**config.mk**
```make
export PLATFORM = sky130hd
export DESIGN_NAME = seqx_ram
export DESIGN_NICKNAME = d
export VERILOG_FILES = /design/src/rtl/sprite_entry_quad_expander_unit_macros.svh /design/src/rtl/seqx_ram.sv
export SDC_FILE = /design/constraint.sdc
export NUM_CORES = 1
export LEC_CHECK = 0
export BUFFER_PORTS_ARGS = -buffer_cell sky130_fd_sc_hd__buf_2
export CAP_MARGIN = 15
export CORE_MARGIN = 3
export CORE_UTILIZATION = 40
export CTS_BUF_LIST = sky130_fd_sc_hd__clkbuf_8
export DETAILED_ROUTE_END_ITERATION = 16
export GPL_TIMING_DRIVEN = 0
export SYNTH_ARGS = -nofsm -noshare
export SYNTH_HDL_FRONTEND = slang
export SYNTH_SLANG_ARGS = --single-unit
```
**constraint.sdc**
```tcl
create_clock -name clk -period 3.7 [get_ports clk]
set_input_delay 0.185 -clock clk [delete_from_list [all_inputs] [get_ports clk]]
set_output_delay 0.185 -clock clk [all_outputs]
set_load 0.02 [all_outputs]
```
**src/rtl/sprite_entry_quad_expander_unit_macros.svh**
```systemverilog
// assertion macros for the sprite entry quad expander
`ifndef SPRITE_ENTRY_QUAD_EXPANDER_UNIT_MACROS_SVH
`define SPRITE_ENTRY_QUAD_EXPANDER_UNIT_MACROS_SVH

// same-cycle implication
`define SEQX_ASSERT_NOW(lbl, ante, cons, msg) \
	lbl: assert property (@(posedge clk) disable iff (!arst_n) (ante) |-> (cons)) \
		else $error(msg);

// next-cycle implication
`define SEQX_ASSERT_NEXT(lbl, ante, cons, msg) \
	lbl: assert property (@(posedge clk) disable iff (!arst_n) (ante) |=> (cons)) \
		else $error(msg);

`endif

```
**src/rtl/seqx_ram.sv**
```systemverilog
// generic single-write, single-read RAM with registered read data
module seqx_ram #(
	parameter int WIDTH = 32,
	parameter int DEPTH = 16
) (
	input  logic                     clk,
	input  logic                     we,
	input  logic [$clog2(DEPTH)-1:0] waddr,
	input  logic [WIDTH-1:0]         wdata,
	input  logic [$clog2(DEPTH)-1:0] raddr,
	output logic [WIDTH-1:0]         rdata
);

	logic [WIDTH-1:0] mem_q [DEPTH];
	logic [WIDTH-1:0] rdata_q;

	// write port and registered read port
	always_ff @(posedge clk) begin
		if (we) begin
			mem_q[waddr] <= wdata;
		end
		rdata_q <= mem_q[raddr];
	end

	assign rdata = rdata_q;

endmodule

```
==> flow_summary.json <==
{
  "crit_fanout": 19,
  "start_util": 0.406,
  "rows": 81,
  "ioPinCount": 74,
  "synth_most_common_cell": "edfxtp_1",
  "tns_ns": 0,
  "core_um2": 49000,
  "chipHeight_um": 229,
  "min_period_ns": 1.92,
  "min_period_over_period": 0.520,
  "final_antenna_net_count": 0,
  "worstMarginPinSlew_ns": 0.996,
  "hold_class": "in2reg",
  "grt_start_max_net_pins": 22,
  "port_buffers": 71,
  "outcome": "finished clean",
  "slew_viol_final": 0,
  "h-tree-depth": 3,
  "grt_pass1_vias": 9888,
  "gp_congestion": 0.687,
  "crit_path_end_kind": "register",
  "ir_drop_v": 0.000238,
  "p_sw_uw": 2730,
  "clockBufferDepth": 3,
  "seq_area_frac_synth": 0.807,
  "avgRoutedWirePerCell_um": 24.2,
  "synthTopCellsByCount": "512 x edfxtp_1, 128 x mux4_2, 64 x a22oi_1",
  "hpwl_um": 26800,
  "cts_tree": "yes",
  "antenna_cells": 0,
  "drive_above_1_share": 0.327,
  "hold_buffers": 35,
  "ys.flop_type": "edfxtp_1",
  "drt_pre_antenna_iters": 5,
  "slowest_delay_ns": 0.73,
  "cp.arrival_ns": 2.26,
  "seq_power_share": 0.554,
  "share_comb_of_total_power": 0.057,
  "yosysUniqueCellTypes": 18,
  "synth_edf_count": 512,
  "grtUsageTotal": 0.169,
  "yosysTopAreaCellShare": 0.774,
  "worst_slack_ns": 1.78,
  "numCtsBuffers": 89,
  "dieArea_um2": 52300,
  "pre_cts_ws_ns": 1.44,
  "routed_via_density": 5.26,
  "setup_violations": 0,
  "clock-sinks": 544,
  "place_inst": 1601,
  "drv_cap": 0,
  "yosysTopAreaCell": "edfxtp_1",
  "cts.repair.resized": 0,
  "synthArstFlopShare": 0,
  "drcViolationCount": 0,
  "p_int_uw": 9770,
  "avgSynthCellArea_um2": 23.7,
  "fin_nets": 1105,
  "layout.cells.non_filler": 1797,
  "overflow": 0,
  "final_hold_viol_count": 0,
  "ys_top_cells_by_area": "edfxtp_1 77%, mux4_2 15%, dfxtp_1 3.2%",
  "clk_pin_slew_ns": 0.06,
  "die_w_um": 229,
  "path_buf_inv": 3,
  "worstSetupPathType": "in2reg",
  "wirelength_um": 43400,
  "required_ns": 4.04,
  "clk_latency_ns": 0.64,
  "swShare": 0.218,
  "slowest_stage": "nor2_4",
  "path_cells": "dlygate4sd3_1 > buf_2 > nand2b_1 > nor2_4 > buf_16",
  "rsz0062_at_grt": "no",
  "grt_first_pass_wirelength_um": 64700,
  "first_iter_violations": 936,
  "start_kind": "primary input",
  "fin_worst_skew_ns": 0.0122,
  "p_leak_uw": 0.00777,
  "grt_antenna_before_repair": 2,
  "slew_headroom": 0.332,
  "pwr-share-clk": 0.389,
  "cts_root_buf": "clkbuf_8",
  "syn_nets": 880,
  "vias": 9444,
  "syn_to_final_growth_pct": 19.0,
  "syn-cell-area_um2": 19900,
  "cts_setup_buffers": 0,
  "powerDensity_nw_per_um2": 529,
  "final_util": 0.483,
  "critPathTopFamily": "simple AND/OR/NAND/NOR gates",
  "ys_warn_count": 0,
  "fmax_ghz": 0.520,
  "postSynthCellCount": 838,
  "ys_ff_latch": 544
}
==> tightest hold or removal path, cell delays in order <==
cell and delay (ns):
buf_4 0.23, mux4_2 0.26, a22oi_1 0.10, nand2_1 0.08
==> power by group through the flow <==
stage	Sequential, uW	Combinational, uW	Clock (uW)
global placement	7050	654	0
global route	6930	763	5280
CTS	6920	726	5000
detailed placement	7050	694	0
finish	6920	707	4860
floorplan	7100	331	0
==> stage by stage <==
step	instance area [um2]	power (uW)	hold slack [ns]
2_1_floorplan	19900	7430	0.284
3_3_place_gp	21000	7710	0.554
3_5_place_dp	21600	7750	0.569
4_1_cts	23600	12700	0.177
5_1_grt	23600	13000	0.219
6_report	23600	12500	0.231
==> cell families after synthesis <==
family	count (synthesis)	synth area share
flip-flops	544	0.807
multiplexers	128	0.145
AO/OA/AOI/OAI	64	0.0242
AND/OR/NAND/NOR	59	0.0127
buffers and inverters	43	0.0112
==> flip-flops by register name, summed over array words and instances (netlist names) <==
name / flops
mem_q: 512
rdata: 32
==> final timing paths <==
path	from	to	slack, ns	cells past startpoint
worst max-delay path	waddr[0]	mem_q[10][0]	1.78	5
worst min-delay path	raddr[0]	rdata[6]	0.23	4
worst max register to register	mem_q[10][19]	rdata[19]	2.26	3
worst min register to register	mem_q[15][9]	rdata[9]	0.67	3
==> routing by layer <==
metal  global-route usage  share of wire  vias to the layer above
li1                     -              -                     4045
met1                0.242           0.43                     4978
met3               0.0348          0.066                       65
met5                    0        0.00062                        -
met4               0.0539          0.019                        4
met2                0.262           0.48                      352
==> placed cells by master, fill, tap and decap left out, drive strengths merged, types with 13 or more instances in the layout <==
cell / count
buf: 125
clkinv: 15
a22oi: 64
edfxtp: 512
nand2: 33
nor2: 13
dlygate4sd3: 35
inv: 39
dfxtp: 32
clkbuf: 120
mux4: 128
==> layout make-up <==
| cell class | count | area, um2 |
|---|---|---|
| fillers | 3997 | 25300 |
| flip-flops and latches | 544 | 16000 |
| multi-input cells | 251 | 3730 |
| clock buffers | 103 | 1420 |
| repair buffers | 134 | 1160 |
| well taps | 664 | 831 |
| clock inverters | 58 | 259 |
| plain buffers | 43 | 223 |
(Power assumes the default switching activity.)
