File: src/rtl/sprite_entry_quad_expander_unit_macros.svh
// assertion macros for the sprite entry quad expander
`ifndef SPRITE_ENTRY_QUAD_EXPANDER_UNIT_MACROS_SVH
`define SPRITE_ENTRY_QUAD_EXPANDER_UNIT_MACROS_SVH

// same-cycle implication
`define SEQX_ASSERT_NOW(lbl, ante, cons, msg) \
	lbl: assert property (@(posedge clk) disable iff (!arst_n) (ante) |-> (cons)) \
		else $error(msg);

// next-cycle implication
`define SEQX_ASSERT_NEXT(lbl, ante, cons, msg) \
	lbl: assert property (@(posedge clk) disable iff (!arst_n) (ante) |=> (cons)) \
		else $error(msg);

`endif

File: src/rtl/seqx_pkg.sv
// shared types and constants of the sprite entry quad expander
package seqx_pkg;

	localparam int MAX_QUADS  = 4096;
	localparam int LINK_WORDS = 2048;
	localparam int CLIP_WORDS = 16;

	localparam int LINK_AW  = $clog2(LINK_WORDS);
	localparam int CLIP_AW  = $clog2(CLIP_WORDS);
	localparam int COUNT_W  = 13;
	localparam int COORD_W  = 23;
	localparam int TILE_W   = 17;

	// remainder unit: bits retired per cycle and steps per tile
	localparam int DIV_BITS  = 4;
	localparam int DIV_STEPS = (TILE_W + DIV_BITS - 1) / DIV_BITS;
	localparam int DIV_NUM_W = DIV_STEPS * DIV_BITS;
	localparam int DIV_CNT_W = $clog2(DIV_STEPS);

	localparam logic [7:0] LINK_SEQUENTIAL = 8'hff;
	localparam logic [7:0] CUE_MODE_CODE  = 8'hfe;
	localparam int CLIP_MAX_X = 639;
	localparam int CLIP_MAX_Y = 479;

	typedef enum logic [1:0] {
		KIND_SPRITE = 2'd0,
		KIND_CLIP   = 2'd1,
		KIND_LINK   = 2'd2,
		KIND_FRAME  = 2'd3
	} kind_t;

	typedef enum logic [1:0] {
		REG_OFFSET_X   = 2'd0,
		REG_OFFSET_Y   = 2'd1,
		REG_Y_HALF_RES = 2'd2,
		REG_TILE_COUNT = 2'd3
	} reg_index_t;

	typedef enum logic [2:0] {
		ST_IDLE,
		ST_CLIPA,
		ST_CLIPB,
		ST_TILE,
		ST_LINK,
		ST_DIV,
		ST_EMIT
	} state_t;

endpackage

File: src/rtl/seqx_mod_unit.sv
// multi-cycle remainder unit, DIV_BITS quotient bits per cycle
module seqx_mod_unit (
	input  logic                       clk,
	input  logic                       arst_n,
	input  logic                       start,
	input  logic [seqx_pkg::TILE_W-1:0] dividend,
	input  logic [seqx_pkg::TILE_W-1:0] divisor,
	output logic                       done,
	output logic [seqx_pkg::TILE_W-1:0] remainder
);

	logic [seqx_pkg::DIV_NUM_W-1:0] num_q, num_nxt;
	logic [seqx_pkg::TILE_W:0]      rem_q, rem_nxt, trial;
	logic [seqx_pkg::TILE_W-1:0]    div_q;
	logic [seqx_pkg::DIV_CNT_W-1:0] cnt_q;
	logic                           run_q, done_q;

	// restoring steps of this cycle
	always_comb begin
		rem_nxt = rem_q;
		num_nxt = num_q;
		trial   = '0;
		for (int i = 0; i < seqx_pkg::DIV_BITS; i++) begin
			trial   = {rem_nxt[seqx_pkg::TILE_W-1:0], num_nxt[seqx_pkg::DIV_NUM_W-1]};
			num_nxt = num_nxt << 1;
			if (trial >= {1'b0, div_q}) begin
				trial = trial - {1'b0, div_q};
			end
			rem_nxt = trial;
		end
	end

	// control
	always_ff @(posedge clk or negedge arst_n) begin
		if (!arst_n) begin
			run_q  <= 1'b0;
			done_q <= 1'b0;
			cnt_q  <= '0;
		end else begin
			done_q <= 1'b0;
			if (start) begin
				run_q <= 1'b1;
				cnt_q <= '0;
			end else if (run_q) begin
				if (cnt_q == seqx_pkg::DIV_CNT_W'(seqx_pkg::DIV_STEPS - 1)) begin
					run_q  <= 1'b0;
					done_q <= 1'b1;
				end
				cnt_q <= cnt_q + 1'b1;
			end
		end
	end

	// datapath
	always_ff @(posedge clk) begin
		if (start) begin
			num_q <= seqx_pkg::DIV_NUM_W'(dividend);
			rem_q <= '0;
			div_q <= divisor;
		end else if (run_q) begin
			num_q <= num_nxt;
			rem_q <= rem_nxt;
		end
	end

	assign done      = done_q;
	assign remainder = rem_q[seqx_pkg::TILE_W-1:0];

endmodule

File: config.mk
export PLATFORM = sky130hd
export DESIGN_NAME = seqx_mod_unit
export DESIGN_NICKNAME = d
export VERILOG_FILES = /design/src/rtl/sprite_entry_quad_expander_unit_macros.svh /design/src/rtl/seqx_pkg.sv /design/src/rtl/seqx_mod_unit.sv
export SDC_FILE = /design/constraint.sdc
export NUM_CORES = 1
export LEC_CHECK = 0
export BUFFER_PORTS_ARGS = -buffer_cell sky130_fd_sc_hd__buf_4
export CAP_MARGIN = 10
export CORE_UTILIZATION = 55
export CTS_CLUSTER_SIZE = 24
export DETAILED_ROUTE_END_ITERATION = 7
export HOLD_SLACK_MARGIN = 0.05
export PLACE_DENSITY = 0.75
export RECOVER_POWER = 50
export REMOVE_ABC_BUFFERS = 1
export SYNTH_ARGS = -nofsm -noshare
export SYNTH_HDL_FRONTEND = slang
export SYNTH_SLANG_ARGS = --single-unit
export TNS_END_PERCENT = 100
File: constraint.sdc
create_clock -name clk -period 26.4 [get_ports clk]
set_clock_uncertainty 0.15 [all_clocks]
set_input_delay 3.96 -clock clk [delete_from_list [all_inputs] [get_ports clk]]
set_output_delay 3.96 -clock clk [all_outputs]
set_load 0.03 [all_outputs]
==> impl_metrics.py <==
metrics = {
    "run_status": {
        "status": "finished, violations left",
        "violations": "capacitance limit, slew limit",
    },
    "routing": {
        "antenna_left": 0,
        "dr_total_vias": 5582,
        "viasPerCell": 6.31,
        "wl_per_cell_um": 18.4,
        "postRouteWirelength_um": 16200,
        "drt_iter0_drc": 382,
        "firstDrtPassIters": 5,
        "drc_errors": 0,
    },
    "critical_path": {
        "required_ns": 26.34,
        "crit_top_cell": "a211oi_1",
        "cp-end-kind": "register",
        "crit_slowest_cell": "a211oi_4",
        "path_class": "reg2reg",
        "max_stage_delay_ns": 0.90,
        "start_kind": "register",
        "critPathArrivalTime_ns": 11.69,
        "reg2reg_depth": 39,
        "cp_max_fo": 24,
    },
    "die": {
        "die-area_um2": 11600,
        "ios": 55,
        "coreArea_um2": 10900,
        "placementRows": 38,
        "die_h_um": 108,
        "start_util_pct": 56.7,
        "die-width_um": 108,
    },
    "cells_and_area": {
        "drive_gt1_share_pct": 17.5,
        "fillers": 933,
        "utilization_pct": 63.4,
        "nets": 850,
        "antennaDiodeCount": 0,
        "area_delta_synth_final_pct": 11.9,
    },
    "clocking": {
        "cts-root-buf": "clkbuf_8",
        "clk_pin_slew_worst_paths_ns": 0.07,
        "clock_latency_ns": 0.35,
        "clock-sinks": 59,
        "cts-hold-fix-buffers": 0,
        "numCtsBuffers": 9,
        "postCtsSetupBuffers": 0,
        "post_cts_resized": 0,
        "tritoncts": "yes",
        "cts.path.max_buffers": 2,
        "htreeDepth": 3,
    },
    "sta": {
        "fin_crit_ns": 11.74,
        "tightestPinTransition_ns": 2.76,
        "rsz0062_at_grt": "no",
        "hold_violations": 0,
        "setup_tns_ns": 0,
        "max-slew-margin-rel_pct": -84.1,
        "whs_ns": 0.343,
        "fmax_mhz": 85.2,
        "fin_crit_sh_pct": 44.5,
        "setup_viol": 0,
        "slew_violations": 59,
    },
    "logic_synthesis": {
        "synth-seq-cells": 59,
        "ys_seq_area_share_pct": 25.1,
        "yosys_warnings": 0,
        "syn_inst": 687,
        "async_reset_ff_share_pct": 8.47,
        "synthTopCellsByCount": "ha_1, nor2_1, mux2_2, a21oi_1",
        "synthTopCellsByArea": "edfxtp_1, ha_1, mux2_2",
        "synth_ff_type": "edfxtp_1",
        "yosysUniqueCellTypes": 68,
        "synth_top_area_share_pct": 16.5,
        "syn_area_um2": 6170,
        "syn_avg_cell_area_um2": 8.98,
        "yosysTopAreaCell": "edfxtp_1",
        "synth-edff-count": 34,
        "synth.most_common_cell": "ha_1",
    },
    "placed_design": {
        "gp_congestion": 1.04,
        "post-dp-hpwl_um": 13100,
        "numPortBuffers": 54,
    },
    "global_routing": {
        "grt_max_degree": 59,
        "grt_pass1_wl_um": 26400,
        "grt_pass1_vias": 5417,
        "antenna_found_initial": 0,
        "overflow": 0,
        "track_usage_pct": 29.6,
    },
    "hold_path": {
        "hold_depth": 2,
        "hold_path.class": "reg2reg",
    },
    "run": {
        "cap_violations": 1,
    },
}
==> cells by family after synthesis <==
logic type | synth area share, %
compound gates | 21.9
fa+ha+maj | 15.5
mux | 13.0
xor+xnor | 6.53
buf+inv | 3.33
simple gates | 14.6
flops | 25.1
==> final timing paths <==
kind	to	slack, ns	startpoint
min reg2reg	num_q[19]	0.34	num_q[15]
max reg2reg	rem_q[7]	14.66	div_q[0]
max	rem_q[7]	14.66	div_q[0]
min	num_q[19]	0.34	num_q[15]
min in group asynchronous	run_q	3.30	arst_n
max in group asynchronous	cnt_q[1]	22.59	arst_n
==> sequential cells by signal, summed over array words and instances (netlist names) <==
register / cells
num_q: 20
cnt_q: 3
div_q: 17
run_q: 1
rem_q: 17
done: 1
==> through the flow <==
stage	setup slack, ns	instances	cell area [µm²]
after floorplan	15.26	671	6100
after global placement	15.23	868	6710
after detailed placement	14.96	868	6710
after CTS	14.90	884	6910
after global routing	13.78	884	6900
final	14.66	884	6900
==> placed cells by master, fill, tap and decap left out, types with 31 or more instances in the layout <==
master	instances
ha_1	70
buf_4	38
nand2_1	36
inv_1	36
mux2_2	47
xnor2_1	31
a21oi_1	39
nor2_1	59
o21ai_0	36
edfxtp_1	34
==> area by class of cell <==
| cell class | count | area (µm²) | share of cell area [%] |
|---|---|---|---|
| flip-flops and latches | 59 | 1550 | 22.4 |
| repair buffers | 57 | 420 | 6.09 |
| inverters | 36 | 135 | 1.96 |
| well taps | 140 | 175 | 2.54 |
| multi-input cells | 576 | 4420 | 64.1 |
| clock inverters | 5 | 62.6 | 0.906 |
| clock buffers | 11 | 141 | 2.05 |
==> worst max-delay path, delay by kind of cell (launching register included) <==
kind / cells / cell delay, ns
AO/OA/AOI/OAI: 22 / 6.52
adder cells (fa/ha/maj): 5 / 1.76
multiplexers: 5 / 1.17
AND/OR/NAND/NOR: 4 / 0.73
buffers and inverters: 3 / 0.62
flip-flops: 1 / 0.48
==> layer usage <==
layer	vias up	track usage, %	wire [µm]
met2	189	50.2	7690
li1	2712	-	-
met3	26	3.93	1040
met1	2655	38.1	7140
met5	-	0	0
met4	0	11.6	348
Power is left out: the tool's default activity adds up to more than one toggle a clock period on the data nets, which glitch-free logic cannot reach.
